[config.mk]
export PLATFORM = sky130hd
export DESIGN_NAME = met_front
export DESIGN_NICKNAME = d
export VERILOG_FILES = /design/src/rtl/core/met_pkg.sv /design/src/rtl/core/met_front.sv
export SDC_FILE = /design/constraint.sdc
export NUM_CORES = 2
export LEC_CHECK = 0
export BUFFER_PORTS_ARGS = -buffer_cell sky130_fd_sc_hd__buf_2
export CORE_MARGIN = 1.5
export CORE_UTILIZATION = 60
export CTS_BUF_LIST = sky130_fd_sc_hd__clkbuf_8
export CTS_CLUSTER_DIAMETER = 200
export DETAILED_ROUTE_END_ITERATION = 8
export GPL_ROUTABILITY_DRIVEN = 0
export HOLD_SLACK_MARGIN = 0.15
export PLACE_DENSITY_LB_ADDON = 0.3
export SLEW_MARGIN = 10
export SYNTH_ARGS = -nofsm -noshare
export SYNTH_HDL_FRONTEND = slang
export SYNTH_SLANG_ARGS = --single-unit
[constraint.sdc]
create_clock -name clk -period 2.97 [get_ports clk]
set_input_delay 0.594 -clock clk [delete_from_list [all_inputs] [get_ports clk]]
set_output_delay 0.594 -clock clk [all_outputs]
set_load 0.01 [all_outputs]
[src/rtl/core/met_pkg.sv]
`default_nettype none

package met_pkg;

    localparam int COORD_W       = 32;
    localparam int INDEX_W       = 9;
    localparam int ITER_W        = 16;
    localparam int CFG_INDEX_W   = 3;
    localparam int CFG_DATA_W    = 32;
    localparam int IN_TDATA_W    = 24;
    localparam int OUT_TDATA_W   = 16;
    localparam int OUT_TUSER_W   = 1;

    // Grid size is a power of two, so the scale step is an arithmetic shift.
    localparam int GRID_SIZE     = 512;
    localparam int GRID_SHIFT    = $clog2(GRID_SIZE);
    localparam int FRACTION_BITS = 28;
    localparam int QUEUE_DEPTH   = 2;

    localparam logic [CFG_INDEX_W-1:0] CFG_MIN_REAL       = 3'd0;
    localparam logic [CFG_INDEX_W-1:0] CFG_MIN_IMAG       = 3'd1;
    localparam logic [CFG_INDEX_W-1:0] CFG_MAX_REAL       = 3'd2;
    localparam logic [CFG_INDEX_W-1:0] CFG_MAX_IMAG       = 3'd3;
    localparam logic [CFG_INDEX_W-1:0] CFG_MAX_ITERATIONS = 3'd4;

    localparam logic signed [COORD_W-1:0] RESET_MIN_REAL = -32'sd536870912;
    localparam logic signed [COORD_W-1:0] RESET_MIN_IMAG = -32'sd322122547;
    localparam logic signed [COORD_W-1:0] RESET_MAX_REAL = 32'sd268435456;
    localparam logic signed [COORD_W-1:0] RESET_MAX_IMAG = 32'sd483183821;
    localparam logic [ITER_W-1:0]         RESET_MAX_ITER = 16'd2000;

    typedef struct packed {
        logic signed [COORD_W-1:0] min_real;
        logic signed [COORD_W-1:0] min_imag;
        logic signed [COORD_W-1:0] max_real;
        logic signed [COORD_W-1:0] max_imag;
        logic [ITER_W-1:0]         max_iterations;
    } cfg_t;

    typedef struct packed {
        logic signed [COORD_W-1:0] cr;
        logic signed [COORD_W-1:0] ci;
    } point_t;

    // Clamp a wide signed value to the 32 bit signed range.
    function automatic logic signed [COORD_W-1:0] sat32(input logic signed [64:0] x);
        logic signed [64:0] hi;
        logic signed [64:0] lo;
        hi = 65'sd2147483647;
        lo = -65'sd2147483648;
        if (x > hi)
        begin
            return 32'sh7FFF_FFFF;
        end
        else if (x < lo)
        begin
            return 32'sh8000_0000;
        end
        return x[COORD_W-1:0];
    endfunction

endpackage

`default_nettype wire

[src/rtl/core/met_front.sv]
`default_nettype none

module met_front (
    input  wire logic                       clk,
    input  wire logic                       rst_n,
    input  wire met_pkg::cfg_t              cfg,
    input  wire logic                       in_valid,
    output logic                            in_ready,
    input  wire logic [met_pkg::INDEX_W-1:0] real_index,
    input  wire logic [met_pkg::INDEX_W-1:0] imag_index,
    output logic                            out_valid,
    input  wire logic                       out_ready,
    output met_pkg::point_t                 out_point
);
    import met_pkg::*;

    localparam int PROD_W = COORD_W + 1 + INDEX_W + 1;

    logic   valid_reg;
    logic   valid_next;
    point_t point_reg;
    point_t point_next;

    // lo + floor((hi - lo) * index / GRID_SIZE), saturated.
    function automatic logic signed [COORD_W-1:0] map_axis(
        input logic signed [COORD_W-1:0] lo,
        input logic signed [COORD_W-1:0] hi,
        input logic [INDEX_W-1:0]        idx
    );
        logic signed [COORD_W:0]   diff;
        logic signed [INDEX_W:0]   idx_s;
        logic signed [PROD_W-1:0]  prod;
        logic signed [PROD_W-1:0]  scaled;
        logic signed [64:0]        sum;
        diff   = {hi[COORD_W-1], hi} - {lo[COORD_W-1], lo};
        idx_s  = {1'b0, idx};
        prod   = diff * idx_s;
        scaled = prod >>> GRID_SHIFT;
        sum    = {{(65-COORD_W){lo[COORD_W-1]}}, lo}
               + {{(65-PROD_W){scaled[PROD_W-1]}}, scaled};
        return sat32(sum);
    endfunction

    assign in_ready  = !valid_reg || out_ready;
    assign out_valid = valid_reg;
    assign out_point = point_reg;

    always_comb
    begin
        valid_next = valid_reg;
        point_next = point_reg;
        if (in_valid && in_ready)
        begin
            valid_next    = 1'b1;
            point_next.cr = map_axis(cfg.min_real, cfg.max_real, real_index);
            point_next.ci = map_axis(cfg.min_imag, cfg.max_imag, imag_index);
        end
        else if (out_ready)
        begin
            valid_next = 1'b0;
        end
    end

    always_ff @(posedge clk or negedge rst_n)
    begin
        if (!rst_n)
        begin
            valid_reg <= 1'b0;
        end
        else
        begin
            valid_reg <= valid_next;
        end
    end

    always_ff @(posedge clk)
    begin
        point_reg <= point_next;
    end

endmodule

`default_nettype wire

==> flow_metrics.env, run 1 <==
export IMPL_synth_area_per_cell_sq_um=8.62
export IMPL_grtUsageTotal=0.683
export IMPL_synth_most_common_cell="inv_1"
export IMPL_postGrtWorstEndpoint="out_point[44]$_DFFE_PP_/D"
export IMPL_htree_levels=3
export IMPL_yosys_top_cells_area="fa_1 33%, ha_1 14%, inv_1 8.3%"
export IMPL_io_buffers=215
export IMPL_cts_buffer_depth=2
export IMPL_syn_area_sq_mm=0.0290
export IMPL_dp_cells=4964
export IMPL_die_w_um=223
export IMPL_overflow=38
export IMPL_syn_nets=4328
export IMPL_synth_top_cell_area_share=0.334
export IMPL_yosysSeqAreaShare=0.0672
export IMPL_cts_root_buf="clkbuf_8"
export IMPL_rows=80
export IMPL_synth_edf_count=64
export IMPL_syn_inst=3364
export IMPL_die_h_um=223
export IMPL_ys_async_sr_fraction=0.0154
export IMPL_synth_ff_type="edfxtp_1"
export IMPL_cts_buffers=9
export IMPL_yosysUniqueCellTypes=96
export IMPL_dpl_cell_area_sq_mm=0.0376
export IMPL_first_error="[ERROR GRT-0232] Routing congestion too high. Check the congestion heatmap in the GUI."
export IMPL_worstEpCategory="sequential cell input"
export IMPL_status="stopped before the end"
export IMPL_io_pins=232
export IMPL_ys_ff_latch=65
export IMPL_synth_warnings=0
export IMPL_yosysTopAreaCell="fa_1"
export IMPL_hpwl_um=81800
export IMPL_initial_core_util=0.607
export IMPL_clock_sinks=65
export IMPL_haltStage="5_1_grt"
export IMPL_synth_common_cells="639 x inv_1, 484 x fa_1, 348 x nand2_1, 314 x ha_1, 252 x and2_1"
export IMPL_grt_max_degree=45
-- cell families after synthesis --
logic type | share of synthesized area
and+or+nand+nor | 0.176
buffers and inverters | 0.0956
adders and majority gates | 0.470
muxes | 0.00397
AOI/OAI and AO/OA | 0.137
DFF | 0.0672
xor gates and xnor gates | 0.0506
-- stage by stage --
stage | hold slack, ns | worst slack (ns)
after floorplan | 0.298 | -6.74
after global placement | 0.369 | -7.49
after detailed placement | 0.370 | -7.86
after CTS | 0.390 | -6.89
-- per-layer routing --
metal / track usage / overflow
met5: 0.375 / 0
met4: 0.659 / 15
met3: 0.551 / 0
met2: 0.859 / 23
met1: 0.654 / 0
-- timing repair --
item	4_1_cts
hold buffers	1
pin swaps	136
buffers inserted	72
resized for setup	182
setup endpoints to repair	64
gates cloned	14
endpoints found under the hold margin	1
==> run 2, diff against run 1 <==
--- a/config.mk
+++ b/config.mk
@@ -7,13 +7,10 @@
 export LEC_CHECK = 0
 export BUFFER_PORTS_ARGS = -buffer_cell sky130_fd_sc_hd__buf_2
 export CORE_MARGIN = 1.5
-export CORE_UTILIZATION = 60
-export CTS_BUF_LIST = sky130_fd_sc_hd__clkbuf_8
-export CTS_CLUSTER_DIAMETER = 200
+export CORE_UTILIZATION = 40
 export DETAILED_ROUTE_END_ITERATION = 8
 export GPL_ROUTABILITY_DRIVEN = 0
-export HOLD_SLACK_MARGIN = 0.15
-export PLACE_DENSITY_LB_ADDON = 0.3
+export PLACE_DENSITY_LB_ADDON = 0.15
 export SLEW_MARGIN = 10
 export SYNTH_ARGS = -nofsm -noshare
 export SYNTH_HDL_FRONTEND = slang
==> run 2 against run 1 <==
The flow now finishes, with violations (setup timing). Area after synthesis did not move. Synthesized cell count stayed put.
==> flow_metrics.env, run 2 <==
export IMPL_maxSlewHeadroom=0.393
export IMPL_core_area_sq_mm=0.0716
export IMPL_fin_ws_ns=-7.24
export IMPL_reg2reg_from="out_valid$_DFFE_PN0P_"
export IMPL_clock_sinks=65
export IMPL_timing_hold_ws_ns=0.0116
export IMPL_utilization=0.570
export IMPL_r2r_slack_ns=1.30
export IMPL_synth_most_common_cell="inv_1"
export IMPL_areaGrowthSynthToFinish_pct=40.8
export IMPL_ys_async_sr_fraction=0.0154
export IMPL_grtUsageTotal=0.272
export IMPL_nNetsFinal=5440
export IMPL_synth_top_cell_area_share=0.334
export IMPL_rows=98
export IMPL_mostFrequentLayoutCells="920 x buf_4, 623 x inv_1, 476 x fa_1"
export IMPL_hold_viol_final=0
export IMPL_die_w_um=272
export IMPL_path_clk_slew_ns=0.06
export IMPL_yosys_top_cells_area="fa_1 33%, ha_1 14%, inv_1 8.3%"
export IMPL_grt_pass1_vias=29000
export IMPL_cts_tree="yes"
export IMPL_drc=0
export IMPL_yosysTopAreaCell="fa_1"
export IMPL_end_kind="flop"
export IMPL_die_h_um=272
export IMPL_dr_wl_met2_um=52400
export IMPL_reg2regPathDepth=2
export IMPL_synth_edf_count=64
export IMPL_synth_top_family_by_area="adder cells"
export IMPL_worstPathArrival_ns=10.31
export IMPL_wl_per_cell_um=18.5
export IMPL_syn_nets=4328
export IMPL_ys_ff_latch=65
export IMPL_initial_core_util=0.405
export IMPL_synth_compound_area_share=0.137
export IMPL_synth_warnings=0
export IMPL_cpMaxStageDelayCell="or4_4"
export IMPL_io_pins=232
export IMPL_die_area_sq_mm=0.0741
export IMPL_top_layer_used="met5"
export IMPL_synthXorXnorAreaFrac=0.0506
export IMPL_cp_max_fo=7
export IMPL_finalClockSkew_ns=0.00611
export IMPL_overflow=0
export IMPL_endpoint="out_point[4]$_DFFE_PP_"
export IMPL_routed_via_count=27200
export IMPL_r2r_end="out_point[13]$_DFFE_PP_"
export IMPL_cts_buffer_depth=2
export IMPL_synth_common_cells="639 x inv_1, 484 x fa_1, 348 x nand2_1, 314 x ha_1, 252 x and2_1"
export IMPL_min_delay_path_class="primary input to async pin"
export IMPL_wirelength_met1_um=41600
export IMPL_yosysUniqueCellTypes=96
export IMPL_cpPeakStageDelay_ns=0.56
export IMPL_yosysSeqAreaShare=0.0672
export IMPL_largest_reg_flops=64
export IMPL_grt_max_degree=65
export IMPL_critPathLaunch="cfg[82]"
export IMPL_fmax_mhz=97.9
export IMPL_cp_required_ns=3.07
export IMPL_crit_path_frequent_cell="fa_1"
export IMPL_rsz0062_at_grt="true"
export IMPL_via_per_inst=5.01
export IMPL_wirelength_um=101000
export IMPL_cts_buffers=9
export IMPL_cts_root_buf="clkbuf_16"
export IMPL_grt_pass1_wl_um=157000
export IMPL_clk_latency_ns=0.35
export IMPL_syn_inst=3364
export IMPL_initialDrtViolationCount=1251
export IMPL_drtAntennaViolNets=0
export IMPL_violations="setup timing"
export IMPL_crit_type="primary input to flop"
export IMPL_layout_drive_gt1_share=0.337
export IMPL_synthSimpleGateAreaFrac=0.176
export IMPL_maxCapViolCount=0
export IMPL_setup_worst_path_start_class="primary input"
export IMPL_layout_commonest_cell="buf_4"
export IMPL_synth_area_per_cell_sq_um=8.62
export IMPL_setup_violations=64
export IMPL_slew_viol_final=0
export IMPL_fin_crit_sh=3.44
export IMPL_synth_ff_type="edfxtp_1"
export IMPL_syn_area_sq_mm=0.0290
export IMPL_status="complete, but fails checks"
export IMPL_synth_mux_area_frac=0.00397
export IMPL_wl_met3_um=3370
export IMPL_synth_fa_ha_area_frac=0.470
export IMPL_htree_levels=3
export IMPL_antenna_found_initial=3
export IMPL_io_buffers=215
export IMPL_worst_slew_pin_transition_ns=0.911
export IMPL_period_minus_slack_ns=10.21
export IMPL_hpwl_um=85700
export IMPL_drt_first_pass_iters=5
run 2: per-layer routing:
| metal | vias to the layer above | global-route usage |
|---|---|---|
| li1 | 13100 | - |
| met1 | 13400 | 0.340 |
| met2 | 562 | 0.510 |
| met3 | 125 | 0.0138 |
| met4 | 2 | 0.0689 |
| met5 | - | 0 |
run 2: cells by family after synthesis:
group,count (synthesis)
flip-flops,65
adder cells (fa/ha/maj),798
multiplexers,11
AND/OR/NAND/NOR,1002
buffers and inverters,727
XOR/XNOR,166
AO/OA/AOI/OAI,595
run 2: how the worst min path moves through the flow:
stage	end	depth (start not counted)
2_1_floorplan	out_valid$_DFFE_PN0P_	0
3_3_place_gp	out_valid$_DFFE_PN0P_	1
3_5_place_dp	out_valid$_DFFE_PN0P_	1
4_1_cts	out_valid$_DFFE_PN0P_	1
5_1_grt	out_valid$_DFFE_PN0P_	1
6_report	out_valid$_DFFE_PN0P_	1
run 2: critical path, delay by kind of cell:
| family | cells | cell delay, ns |
|---|---|---|
| multiplexers | 1 | 0.26 |
| adder cells (fa/ha/maj) | 8 | 3.41 |
| AND/OR/NAND/NOR | 5 | 1.50 |
| AO/OA/AOI/OAI | 21 | 3.73 |
| buffers and inverters | 8 | 0.76 |
run 2: metrics by stage:
step,setup slack [ns],std cells,TNS (ns),area (sq um)
5_1_grt,-7.55,5431,-478.01,40800
4_1_cts,-7.05,5398,-445.53,40000
2_1_floorplan,-6.74,3364,-426.41,29700
6_report,-7.24,5432,-456.93,40800
3_5_place_dp,-8.09,5338,-502.29,38500
3_3_place_gp,-8.00,5338,-495.99,38500
run 2: layout make-up:
| type | instances | area, sq um |
|---|---|---|
| antenna | 1 | 2.50 |
| clock buffer | 9 | 225 |
| clock inverter | 7 | 77.6 |
| fill | 6689 | 30800 |
| inverter | 644 | 2440 |
| multi-input combinational | 2575 | 26100 |
| sequential | 65 | 1950 |
| tap | 950 | 1190 |
| timing repair buffer | 1181 | 8830 |
run 2: repair_timing:
item / in CTS / in global routing
pin swaps: 95 / 122
endpoints found under the setup margin: 64 / 64
setup buffers: 42 / 35
hold buffers: 0 / 0
gates resized for setup: 148 / 113
cloned: 5 / 5
Power of run 2 is left out: the tool's default activity adds up to more than one toggle a clock period on the data nets, which glitch-free logic cannot reach.
