<file path="config.mk">
export PLATFORM = sky130hd
export DESIGN_NAME = met_queue
export DESIGN_NICKNAME = d
export VERILOG_FILES = /design/src/rtl/core/met_pkg.sv /design/src/rtl/core/met_queue.sv
export SDC_FILE = /design/constraint.sdc
export NUM_CORES = 1
export LEC_CHECK = 0
export ABC_AREA = 0
export ABC_CLOCK_PERIOD_IN_PS = 4400
export BUFFER_PORTS_ARGS = -buffer_cell sky130_fd_sc_hd__buf_2
export CAP_MARGIN = 20
export CORE_MARGIN = 2
export CORE_UTILIZATION = 52
export DETAILED_ROUTE_END_ITERATION = 10
export GPL_ROUTABILITY_DRIVEN = 1
export PLACE_DENSITY_LB_ADDON = 0.25
export SYNTH_ARGS = -nofsm -noshare
export SYNTH_HDL_FRONTEND = slang
export SYNTH_SLANG_ARGS = --single-unit
</file>
<file path="constraint.sdc">
create_clock -name clk -period 4.4 [get_ports clk]
set_clock_uncertainty 0.05 [all_clocks]
set_input_delay 0.44 -clock clk [delete_from_list [all_inputs] [get_ports clk]]
set_output_delay 0.44 -clock clk [all_outputs]
set_load 0.01 [all_outputs]
</file>
<file path="src/rtl/core/met_pkg.sv">
`default_nettype none

package met_pkg;

    localparam int COORD_W       = 32;
    localparam int INDEX_W       = 9;
    localparam int ITER_W        = 16;
    localparam int CFG_INDEX_W   = 3;
    localparam int CFG_DATA_W    = 32;
    localparam int IN_TDATA_W    = 24;
    localparam int OUT_TDATA_W   = 16;
    localparam int OUT_TUSER_W   = 1;

    // Grid size is a power of two, so the scale step is an arithmetic shift.
    localparam int GRID_SIZE     = 512;
    localparam int GRID_SHIFT    = $clog2(GRID_SIZE);
    localparam int FRACTION_BITS = 28;
    localparam int QUEUE_DEPTH   = 2;

    localparam logic [CFG_INDEX_W-1:0] CFG_MIN_REAL       = 3'd0;
    localparam logic [CFG_INDEX_W-1:0] CFG_MIN_IMAG       = 3'd1;
    localparam logic [CFG_INDEX_W-1:0] CFG_MAX_REAL       = 3'd2;
    localparam logic [CFG_INDEX_W-1:0] CFG_MAX_IMAG       = 3'd3;
    localparam logic [CFG_INDEX_W-1:0] CFG_MAX_ITERATIONS = 3'd4;

    localparam logic signed [COORD_W-1:0] RESET_MIN_REAL = -32'sd536870912;
    localparam logic signed [COORD_W-1:0] RESET_MIN_IMAG = -32'sd322122547;
    localparam logic signed [COORD_W-1:0] RESET_MAX_REAL = 32'sd268435456;
    localparam logic signed [COORD_W-1:0] RESET_MAX_IMAG = 32'sd483183821;
    localparam logic [ITER_W-1:0]         RESET_MAX_ITER = 16'd2000;

    typedef struct packed {
        logic signed [COORD_W-1:0] min_real;
        logic signed [COORD_W-1:0] min_imag;
        logic signed [COORD_W-1:0] max_real;
        logic signed [COORD_W-1:0] max_imag;
        logic [ITER_W-1:0]         max_iterations;
    } cfg_t;

    typedef struct packed {
        logic signed [COORD_W-1:0] cr;
        logic signed [COORD_W-1:0] ci;
    } point_t;

    // Clamp a wide signed value to the 32 bit signed range.
    function automatic logic signed [COORD_W-1:0] sat32(input logic signed [64:0] x);
        logic signed [64:0] hi;
        logic signed [64:0] lo;
        hi = 65'sd2147483647;
        lo = -65'sd2147483648;
        if (x > hi)
        begin
            return 32'sh7FFF_FFFF;
        end
        else if (x < lo)
        begin
            return 32'sh8000_0000;
        end
        return x[COORD_W-1:0];
    endfunction

endpackage

`default_nettype wire

</file>
<file path="src/rtl/core/met_queue.sv">
`default_nettype none

module met_queue (
    input  wire logic            clk,
    input  wire logic            rst_n,
    input  wire logic            push_valid,
    output logic                 push_ready,
    input  wire met_pkg::point_t push_data,
    output logic                 pop_valid,
    input  wire logic            pop_ready,
    output met_pkg::point_t      pop_data
);
    import met_pkg::*;

    localparam int PTR_W = (QUEUE_DEPTH > 1) ? $clog2(QUEUE_DEPTH) : 1;
    localparam int CNT_W = $clog2(QUEUE_DEPTH + 1);
    localparam logic [PTR_W-1:0] LAST_PTR = PTR_W'(QUEUE_DEPTH - 1);
    localparam logic [CNT_W-1:0] FULL_CNT = CNT_W'(QUEUE_DEPTH);

    point_t           slot_reg [QUEUE_DEPTH];
    logic [PTR_W-1:0] wr_ptr_reg;
    logic [PTR_W-1:0] wr_ptr_next;
    logic [PTR_W-1:0] rd_ptr_reg;
    logic [PTR_W-1:0] rd_ptr_next;
    logic [CNT_W-1:0] count_reg;
    logic [CNT_W-1:0] count_next;
    logic             do_push;
    logic             do_pop;

    assign push_ready = (count_reg != FULL_CNT);
    assign pop_valid  = (count_reg != '0);
    assign pop_data   = slot_reg[rd_ptr_reg];
    assign do_push    = push_valid && push_ready;
    assign do_pop     = pop_valid && pop_ready;

    always_comb
    begin
        wr_ptr_next = wr_ptr_reg;
        rd_ptr_next = rd_ptr_reg;
        count_next  = count_reg;
        if (do_push)
        begin
            wr_ptr_next = (wr_ptr_reg == LAST_PTR) ? '0 : PTR_W'(wr_ptr_reg + 1'b1);
        end
        if (do_pop)
        begin
            rd_ptr_next = (rd_ptr_reg == LAST_PTR) ? '0 : PTR_W'(rd_ptr_reg + 1'b1);
        end
        if (do_push && !do_pop)
        begin
            count_next = CNT_W'(count_reg + 1'b1);
        end
        else if (do_pop && !do_push)
        begin
            count_next = CNT_W'(count_reg - 1'b1);
        end
    end

    always_ff @(posedge clk or negedge rst_n)
    begin
        if (!rst_n)
        begin
            wr_ptr_reg <= '0;
            rd_ptr_reg <= '0;
            count_reg  <= '0;
        end
        else
        begin
            wr_ptr_reg <= wr_ptr_next;
            rd_ptr_reg <= rd_ptr_next;
            count_reg  <= count_next;
        end
    end

    always_ff @(posedge clk)
    begin
        if (do_push)
        begin
            slot_reg[wr_ptr_reg] <= push_data;
        end
    end

endmodule

`default_nettype wire

</file>
==> results of run 1 <==
[final cells by class]
| type | instances | area (µm²) |
|---|---|---|
| flip-flops and latches | 132 | 3950 |
| clock buffers | 17 | 414 |
| clock inverters | 14 | 186 |
| multi-input cells | 77 | 1010 |
| well taps | 129 | 161 |
| fillers | 636 | 2840 |
| repair buffers | 138 | 726 |
| inverters | 1 | 3.75 |
[metal layers]
| layer | vias to the layer above | routed length (µm) | part of all wire | track usage |
|---|---|---|---|---|
| li1 | 1159 | - | - | - |
| met1 | 1176 | 3230 | 0.39 | 0.182 |
| met2 | 83 | 4350 | 0.53 | 0.283 |
| met3 | 14 | 491 | 0.060 | 0.0540 |
| met4 | 0 | 156 | 0.019 | 0.0738 |
| met5 | - | 0 | 0 | 0 |
[worst min-delay path by stage]
stage                              from  slack [ns]                         to
final                     push_data[58]        0.07  slot_reg[0][58]$_DFFE_PP_
after global routing      push_data[39]        0.05  slot_reg[1][39]$_DFFE_PP_
after CTS                 push_data[21]        0.04  slot_reg[1][21]$_DFFE_PP_
after detailed placement          rst_n        0.20   count_reg[1]$_DFFE_PN0P_
after global placement            rst_n        0.20   count_reg[1]$_DFFE_PN0P_
after floorplan                   rst_n        0.09   count_reg[0]$_DFFE_PN0P_
[report_power, final]
part / switching (µW) / leakage (µW) / total, µW / internal, µW
logic: 600 / 0.00107 / 1270 / 672
clock network: 493 / 0.000285 / 1410 / 912
registers: 142 / 0.00123 / 1870 / 1730
total: 1240 / 0.00259 / 4550 / 3310
[through the flow]
step / power (µW) / util / worst slack (ns) / cells
6_report: 4550 / 0.694 / 1.79 / 508
5_1_grt: 4760 / 0.694 / 1.71 / 508
4_1_cts: 4600 / 0.691 / 1.58 / 507
3_5_place_dp: 3180 / 0.626 / 2.06 / 475
3_3_place_gp: 3150 / 0.626 / 2.10 / 475
2_1_floorplan: 2780 / - / 0.488 / 217
[cells by family (layout without fill, tap and decap cells)]
group | after synthesis | in the layout | share of synthesized area
mux | 64 | 64 | 0.181
buf+inv | 8 | 170 | 0.0152
fa+ha+maj | 1 | 1 | 0.00249
flops | 132 | 132 | 0.786
simple gates | 7 | 7 | 0.00673
xor+xnor | 5 | 5 | 0.00873
[synthesized netlist by cell type, drive strengths merged]
cell type / n
and3: 1
nor2: 2
mux2: 64
buf: 7
ha: 1
dfrtp: 4
or2: 1
nand2b: 1
inv: 1
edfxtp: 128
nand2: 2
xor2: 2
xnor2: 3
==> summary.md, run 1 <==
| Metric | Value |
|---|---|
| Avg Inst Size Synth | `23.1 µm²` |
| Biggest area consumer among synthesized cells | `edfxtp_1` |
| Drt drc | `0` |
| Crit Path Max Fanout | `39` |
| Reg2Reg Capture Point | `slot_reg[0][57]$_DFFE_PP_` |
| CP delay by family, top | `flip-flops` |
| Status | `complete, no violations` |
| Post-route cell area | `6450 µm²` |
| Crit. End Element | `primary output` |
| Synth warn | `0` |
| DIE HEIGHT | `102 µm` |
| Worst skew pair latency | `0.50 ns` |
| GRT Overall Usage | `0.163` |
| Placed cell area | `5810 µm²` |
| Drt total wl | `8230 µm` |
| Die width | `102 µm` |
| Max-slew violation count | `0` |
| CTS root buf | `clkbuf_8` |
| Startpoint Class | `flip-flop` |
| N_diodes | `0` |
| CP Data Arrival Time | `2.12 ns` |
| Vias per std cell | `4.79` |
| Initial antenna violation count | `0` |
| Share of cells above drive strength 1 | `0.615` |
| Share of the synthesized area in the top cell type | `0.766` |
| RD Place Congestion | `0.677` |
| Worst path required time | `3.91 ns` |
| Worst Tran Pin Value | `0.949 ns` |
| Final setup fails | `0` |
| CP max stage cell | `dfrtp_4` |
| Clock Path Buffers | `2` |
| Clock net sink count | `132` |
| Worst-path clk slew | `0.06 ns` |
| Crit share post-route | `0.593` |
| Row cnt | `35` |
| Max-cap violations | `0` |
| R2r worst-path depth | `4` |
| Core box area | `9280 µm²` |
| Buffers on Ports | `133` |
| Vias | `2432` |
| Reg2reg setup slack | `2.10 ns` |
| CTS tree | `built` |
| Final nets | `436` |
| Starting density of the core | `0.541` |
| Static Leak | `0.00259 µW` |
| Final min period | `2.61 ns` |
| Slew headroom | `0.367` |
| Ports | `134` |
| Hold_ws | `0.0690 ns` |
| DRT Pass-1 Iters | `4` |
| Critical path origin | `rd_ptr_reg$_DFFE_PN0P_` |
| Initial DRC count | `103` |
| Synth Instances | `217` |
| Netlist cell types | `15` |
| Largest net degree at the start of global routing | `66` |
| Setup bufs post-CTS | `0` |
| FF-to-FF Start | `count_reg[0]$_DFFE_PN0P_` |
| Final Hold Viols | `0` |
| CP Depth | `3` |
| CP peak stage delay | `0.74 ns` |
| Pwr/cell area | `706 nW/µm²` |
| Max reg flops | `128` |
| CP Class | `reg -> out` |
| Most frequent cells in the layout | `buf_2, edfxtp_1, mux2_4` |
| Post-route ant nets | `0` |
| F_max | `384 MHz` |
| Share of the yosys chip area belonging to registers | `0.786` |
| Total CTS buffers | `17` |
| Crit path cell chain | `buf_16, mux2_2, buf_2` |
| Wire length of the first global-routing pass | `12200 µm` |
| Hold_buf cts | `1` |
| DPL Wire Length | `5140 µm` |
| Crit path capture | `pop_data[43]` |
| Most common cell after layout, fill and taps aside | `buf_2` |
| Resized cells post-CTS | `0` |
| Area contributors post-synth | `edfxtp_1, mux2_4, mux2_2, dfrtp_1, buf_6` |
| Layout area overhead | `28.4%` |
| Post-Syn Area | `5020 µm²` |
| Syn Nets | `286` |
| FF+latch count, synth | `132` |
| WP buf/inv | `2` |
| Die area | `10500 µm²` |
| Remaining global-route overflow | `0` |
| Htree depth | `4` |
| Worst Hold Class | `in -> reg` |
| WHS Path Cells | `1` |
| Vias in the first global route | `2474` |
| Wirelength per Cell | `16.2 µm` |
| Worst vdd ir | `0.518 mV` |
| Unrepaired setup endpoints after global routing | `no` |
| Setup TNS | `0 ns` |
No activity file was read; power rests on OpenSTA's default activity.
==> run 2: changes to the inputs <==
ABC_CLOCK_PERIOD_IN_PS = 2300   (was 4400)
CORE_UTILIZATION = 47   (was 52)
clock period = 2.3 ns   (was 4.4 ns; I/O delays follow)
==> run 2 against run 1 <==
Against the previous run: register-to-register slack got worse by 1.4 ns; largest power group unchanged; total power is 89% higher; global-route usage up 0.24 points; die area grew 10%; cell count grew 16%; first-iteration DRC count rose by 23%; largest cell class unchanged; worst setup slack worse by 1.5 ns; non-clock buffer count is 74 higher; sequential power increased by 86%; flip-flop and latch count unchanged; sequential share of layout area decreased by 5.9 points; worst hold slack worse by 0.0027 ns.
==> summary.md, run 2 (synthesis results as in run 1) <==
| Metric | Value |
|---|---|
| Status | `complete, no violations` |
| Worst-path clk slew | `0.06 ns` |
| Sw Pwr | `2340 µW` |
| Largest net degree at the start of global routing | `48` |
| Setup TNS | `0 ns` |
| Multi-input logic area | `1010 µm²` |
| Share of cells above drive strength 1 | `0.522` |
| Final setup fails | `0` |
| Reg power frac | `0.405` |
| Crit Path Max Fanout | `24` |
| Hold_ws | `0.0662 ns` |
| Wirelength per Cell | `15.3 µm` |
| Row cnt | `37` |
| DIE HEIGHT | `107 µm` |
| Most common cell after layout, fill and taps aside | `buf_2` |
| Clk pwr share | `0.270` |
| Crit path cell chain | `buf_12, mux2_4, buf_2` |
| Drt drc | `0` |
| Most frequent cells in the layout | `buf_2, edfxtp_1, dlygate4sd3_1` |
| CP Class | `reg -> out` |
| Wire length of the first global-routing pass | `14000 µm` |
| Worst Hold Class | `in -> reg` |
| Pwr/cell area | `1200 nW/µm²` |
| DRT Pass-1 Iters | `5` |
| Vias | `2746` |
| Max-slew violation count | `0` |
| Crit share post-route | `0.873` |
| Vias per std cell | `4.65` |
| Resized cells post-CTS | `0` |
| CTS root buf | `clkbuf_8` |
| Clock Path Buffers | `2` |
| Max reg flops | `128` |
| Total CTS buffers | `17` |
| Htree depth | `4` |
| Core box area | `10300 µm²` |
| Worst vdd ir | `0.760 mV` |
| Unrepaired setup endpoints after global routing | `no` |
| Worst skew pair latency | `0.51 ns` |
| Clock net sink count | `132` |
| Crit. End Element | `primary output` |
| Fillcell total | `675` |
| Starting density of the core | `0.486` |
| Die area | `11500 µm²` |
| Remaining global-route overflow | `0` |
| FF/Latch Area | `3950 µm²` |
| CP Data Arrival Time | `1.73 ns` |
| Die width | `107 µm` |
| Final Hold Viols | `0` |
| Ports | `134` |
| CTS tree | `built` |
| Drt total wl | `9050 µm` |
| Reg2reg setup slack | `0.67 ns` |
| Post-route ant nets | `0` |
| Gate power share | `0.326` |
| Internal | `6240 µW` |
| Final nets | `510` |
| Final min period | `2.01 ns` |
| Slew headroom | `0.811` |
| Buffers on Ports | `133` |
| Sw frac | `0.273` |
| Initial DRC count | `127` |
| Layout area overhead | `42.1%` |
| CP max stage cell | `dfrtp_4` |
| RD Place Congestion | `0.717` |
| Initial antenna violation count | `0` |
| Vias in the first global route | `2984` |
| F_max | `498 MHz` |
| N_diodes | `0` |
| Worst path required time | `2.02 ns` |
| DPL Wire Length | `5490 µm` |
| Max-cap violations | `0` |
| CP peak stage delay | `0.54 ns` |
| GRT Overall Usage | `0.165` |
| Static Leak | `0.00289 µW` |
| Worst Tran Pin Value | `0.284 ns` |
| Startpoint Class | `flip-flop` |
[run 2: power groups by stage]
stage	clock, µW	sequential, µW	combinational, µW
3_5_place_dp	0	3580	2620
3_3_place_gp	0	3550	2600
5_1_grt	2480	3520	2980
6_report	2310	3470	2790
2_1_floorplan	0	3460	1840
4_1_cts	2360	3540	2710
[run 2: worst paths after layout]
path | startpoint | end | cells past startpoint
worst max-delay path | rd_ptr_reg$_DFFE_PN0P_ | pop_data[13] | 3
worst min-delay path | push_valid | wr_ptr_reg$_DFFE_PN0P_ | 3
worst max register to register | count_reg[0]$_DFFE_PN0P_ | count_reg[1]$_DFFE_PN0P_ | 7
worst min register to register | count_reg[1]$_DFFE_PN0P_ | count_reg[1]$_DFFE_PN0P_ | 1
max in group asynchronous | rst_n | rd_ptr_reg$_DFFE_PN0P_ | 3
min in group asynchronous | rst_n | count_reg[0]$_DFFE_PN0P_ | 3
[run 2: layer usage]
layer,global-route usage,up-vias,share of wire,routed length (µm)
met4,0.109,0,0.032,287
met5,0,-,0,0
met2,0.283,90,0.53,4750
met3,0.0442,26,0.043,390
li1,-,1309,-,-
met1,0.179,1321,0.40,3620
[run 2: critical path, delay by kind of cell (launching register included)]
family	cells	cell delay, ns
buf+inv	2	0.34
mux	1	0.32
flops	1	0.54
[run 2: area by class of cell]
class                   instances  share of cell area
well taps                     136              0.0239
flip-flops and latches        132               0.554
clock buffers                  25              0.0637
clock inverters                 7             0.00842
inverters                       1            0.000526
multi-input cells              77               0.141
repair buffers                212               0.209
[run 2: timing repair]
action | in CTS | in global routing
hold buffers | 67 | 0
setup endpoints to repair | 0 | 4
setup buffers | 0 | 5
endpoints found under the hold margin | 133 | 0
[run 2: through the flow]
step                      std cells  cell area, µm²  utilization  setup slack, ns  total power, µW
after floorplan                 217            5030            -            0.157             5300
after global placement          486            5910        0.572            0.597             6150
after detailed placement        486            5910        0.572            0.597             6200
after CTS                       585            7090        0.687           0.0428             8610
after global routing            590            7130        0.691            0.213             8990
final                           590            7130        0.691            0.292             8580
==> run 3: changes to the inputs <==
REMOVE_ABC_BUFFERS = 1   (was unset)
==> run 3 against run 2 <==
Against the previous run: sequential share of layout area unchanged; critical endpoint unchanged; worst hold slack worse by 0.0027 ns; non-clock buffer count fell by 4; largest power group unchanged; sequential power grew 1%; critical path depth stayed put.
==> summary.md, run 3 (synthesis results as in run 1) <==
| Metric | Value |
|---|---|
| Status | `complete, no violations` |
| Worst vdd ir | `0.643 mV` |
| Initial DRC count | `92` |
| Crit path cell chain | `buf_12, mux2_4, buf_2` |
| Post-Place Cells | `486` |
| Htree depth | `4` |
| Worst Hold Class | `in -> reg` |
| Wire length of the first global-routing pass | `13600 µm` |
| CP Class | `reg -> out` |
| Fillcell total | `701` |
| CP delay by family, top | `flip-flops` |
| CP peak stage delay | `0.60 ns` |
| Pwr/cell area | `1220 nW/µm²` |
| F_max | `476 MHz` |
| Final setup fails | `0` |
| CTS tree | `built` |
| Final Hold Viols | `0` |
| Multi-input logic area | `1010 µm²` |
| Routed met3 length | `533 µm` |
| Static Leak | `0.00289 µW` |
| Cell Count, Final, Fillers Out | `586` |
| CP max stage cell | `dfrtp_4` |
| Starting density of the core | `0.486` |
| Buffers on Ports | `133` |
| GRT Overall Usage | `0.161` |
| Most frequent cells in the layout | `buf_2, edfxtp_1, dlygate4sd3_1` |
| Drt drc | `0` |
| Worst Tran Pin Value | `0.534 ns` |
| Worst path required time | `2.02 ns` |
| Share of cells above drive strength 1 | `0.522` |
| Die width | `107 µm` |
| DRT Pass-1 Iters | `4` |
| M1 wire length | `3720 µm` |
| RD Place Congestion | `0.673` |
| Remaining global-route overflow | `0` |
| Vias per std cell | `4.59` |
| DPL Wire Length | `5390 µm` |
| Wirelength per Cell | `15.4 µm` |
| Layout area overhead | `42.1%` |
| Row cnt | `37` |
| Core box area | `10300 µm²` |
| Vias | `2687` |
| Crit Path Max Fanout | `21` |
| Clock net sink count | `132` |
| Largest net degree at the start of global routing | `40` |
| CTS root buf | `clkbuf_8` |
| DIE HEIGHT | `107 µm` |
| Drt total wl | `9010 µm` |
| Max-slew violation count | `0` |
| Final core occ | `0.691` |
| Die area | `11500 µm²` |
| Final nets | `506` |
| Crit. End Element | `primary output` |
| Worst-path clk slew | `0.05 ns` |
| Top routing layer in use | `met4` |
| N_diodes | `0` |
| FF/Latch Area | `3950 µm²` |
| Max reg flops | `128` |
| Startpoint Class | `flip-flop` |
| Vias in the first global route | `2827` |
| Unrepaired setup endpoints after global routing | `no` |
| Post-route ant nets | `0` |
| Tot Pwr | `8740 µW` |
| Total CTS buffers | `17` |
| Worst skew pair latency | `0.50 ns` |
| WP buf/inv | `2` |
| Max-cap violations | `0` |
| Crit share post-route | `0.914` |
| DR WL met2 | `4560 µm` |
| Ports | `134` |
| CP Data Arrival Time | `1.82 ns` |
| Slew headroom | `0.644` |
| Resized cells post-CTS | `0` |
| Initial antenna violation count | `0` |
| Final min period | `2.10 ns` |
| Hold_ws | `0.0636 ns` |
| Clock Path Buffers | `2` |
| Most common cell after layout, fill and taps aside | `buf_2` |
-- run 3: cell count changes in the layout (fill, tap and decap cells not counted) --
cell / previous run / this run
clkbuf_8: 2 / 1
buf_12: 5 / 2
buf_4: 7 / 5
bufinv_16: 1 / 3
clkbuf_16: 16 / 17
clkinv_1: 0 / 1
clkinv_4: 0 / 1
clkinvlp_4: 0 / 1
clkbuf_1: 7 / 4
clkinv_2: 6 / 5
-- run 3: final timing paths --
kind | from | endpoint | slack, ns | cells past startpoint
hold reg to reg | count_reg[1]$_DFFE_PN0P_ | count_reg[1]$_DFFE_PN0P_ | 0.45 | 1
setup reg to reg | count_reg[0]$_DFFE_PN0P_ | slot_reg[0][62]$_DFFE_PP_ | 0.58 | 4
min in group asynchronous | rst_n | rd_ptr_reg$_DFFE_PN0P_ | 0.59 | 3
max in group asynchronous | rst_n | rd_ptr_reg$_DFFE_PN0P_ | 1.42 | 3
setup / recovery | rd_ptr_reg$_DFFE_PN0P_ | pop_data[13] | 0.20 | 3
hold / removal | push_valid | wr_ptr_reg$_DFFE_PN0P_ | 0.06 | 3
-- run 3: area by class of cell --
class | count | area share
clock buffers | 21 | 0.0602
clock inverters | 11 | 0.0189
inverters | 1 | 0.000526
multi-input cells | 77 | 0.141
flip-flops and latches | 132 | 0.554
well taps | 136 | 0.0239
repair buffers | 208 | 0.202
-- run 3: timing repair --
action | in CTS | in global routing
setup endpoints to repair | 0 | 27
buffers inserted | 0 | 1
hold endpoints to repair | 133 | 0
hold buffers | 67 | 0
-- run 3: metrics by stage --
step	setup slack (ns)	TNS (ns)	cell area, µm²
after floorplan	-1.61	-165.88	4950
after global placement	0.572	0	5870
after detailed placement	0.569	0	5870
after CTS	0.0193	0	7110
after global routing	0.113	0	7130
final	0.199	0	7130
-- run 3: metal layers --
layer,track usage,up-vias
met5,0,-
met4,0.0778,0
met3,0.0539,18
met2,0.274,94
met1,0.183,1280
li1,-,1295
-- run 3: power by group --
| group | total (µW) | internal (µW) | switching (µW) |
|---|---|---|---|
| registers | 3520 | 3300 | 215 |
| logic | 2680 | 1430 | 1250 |
| clock network | 2530 | 1640 | 898 |
| total | 8740 | 6370 | 2370 |
-- run 3: worst min-delay path: cells and delay by family --
family	cells	cell delay, ns
xor+xnor	1	0.08
buf+inv	1	0.11
simple gates	1	0.15
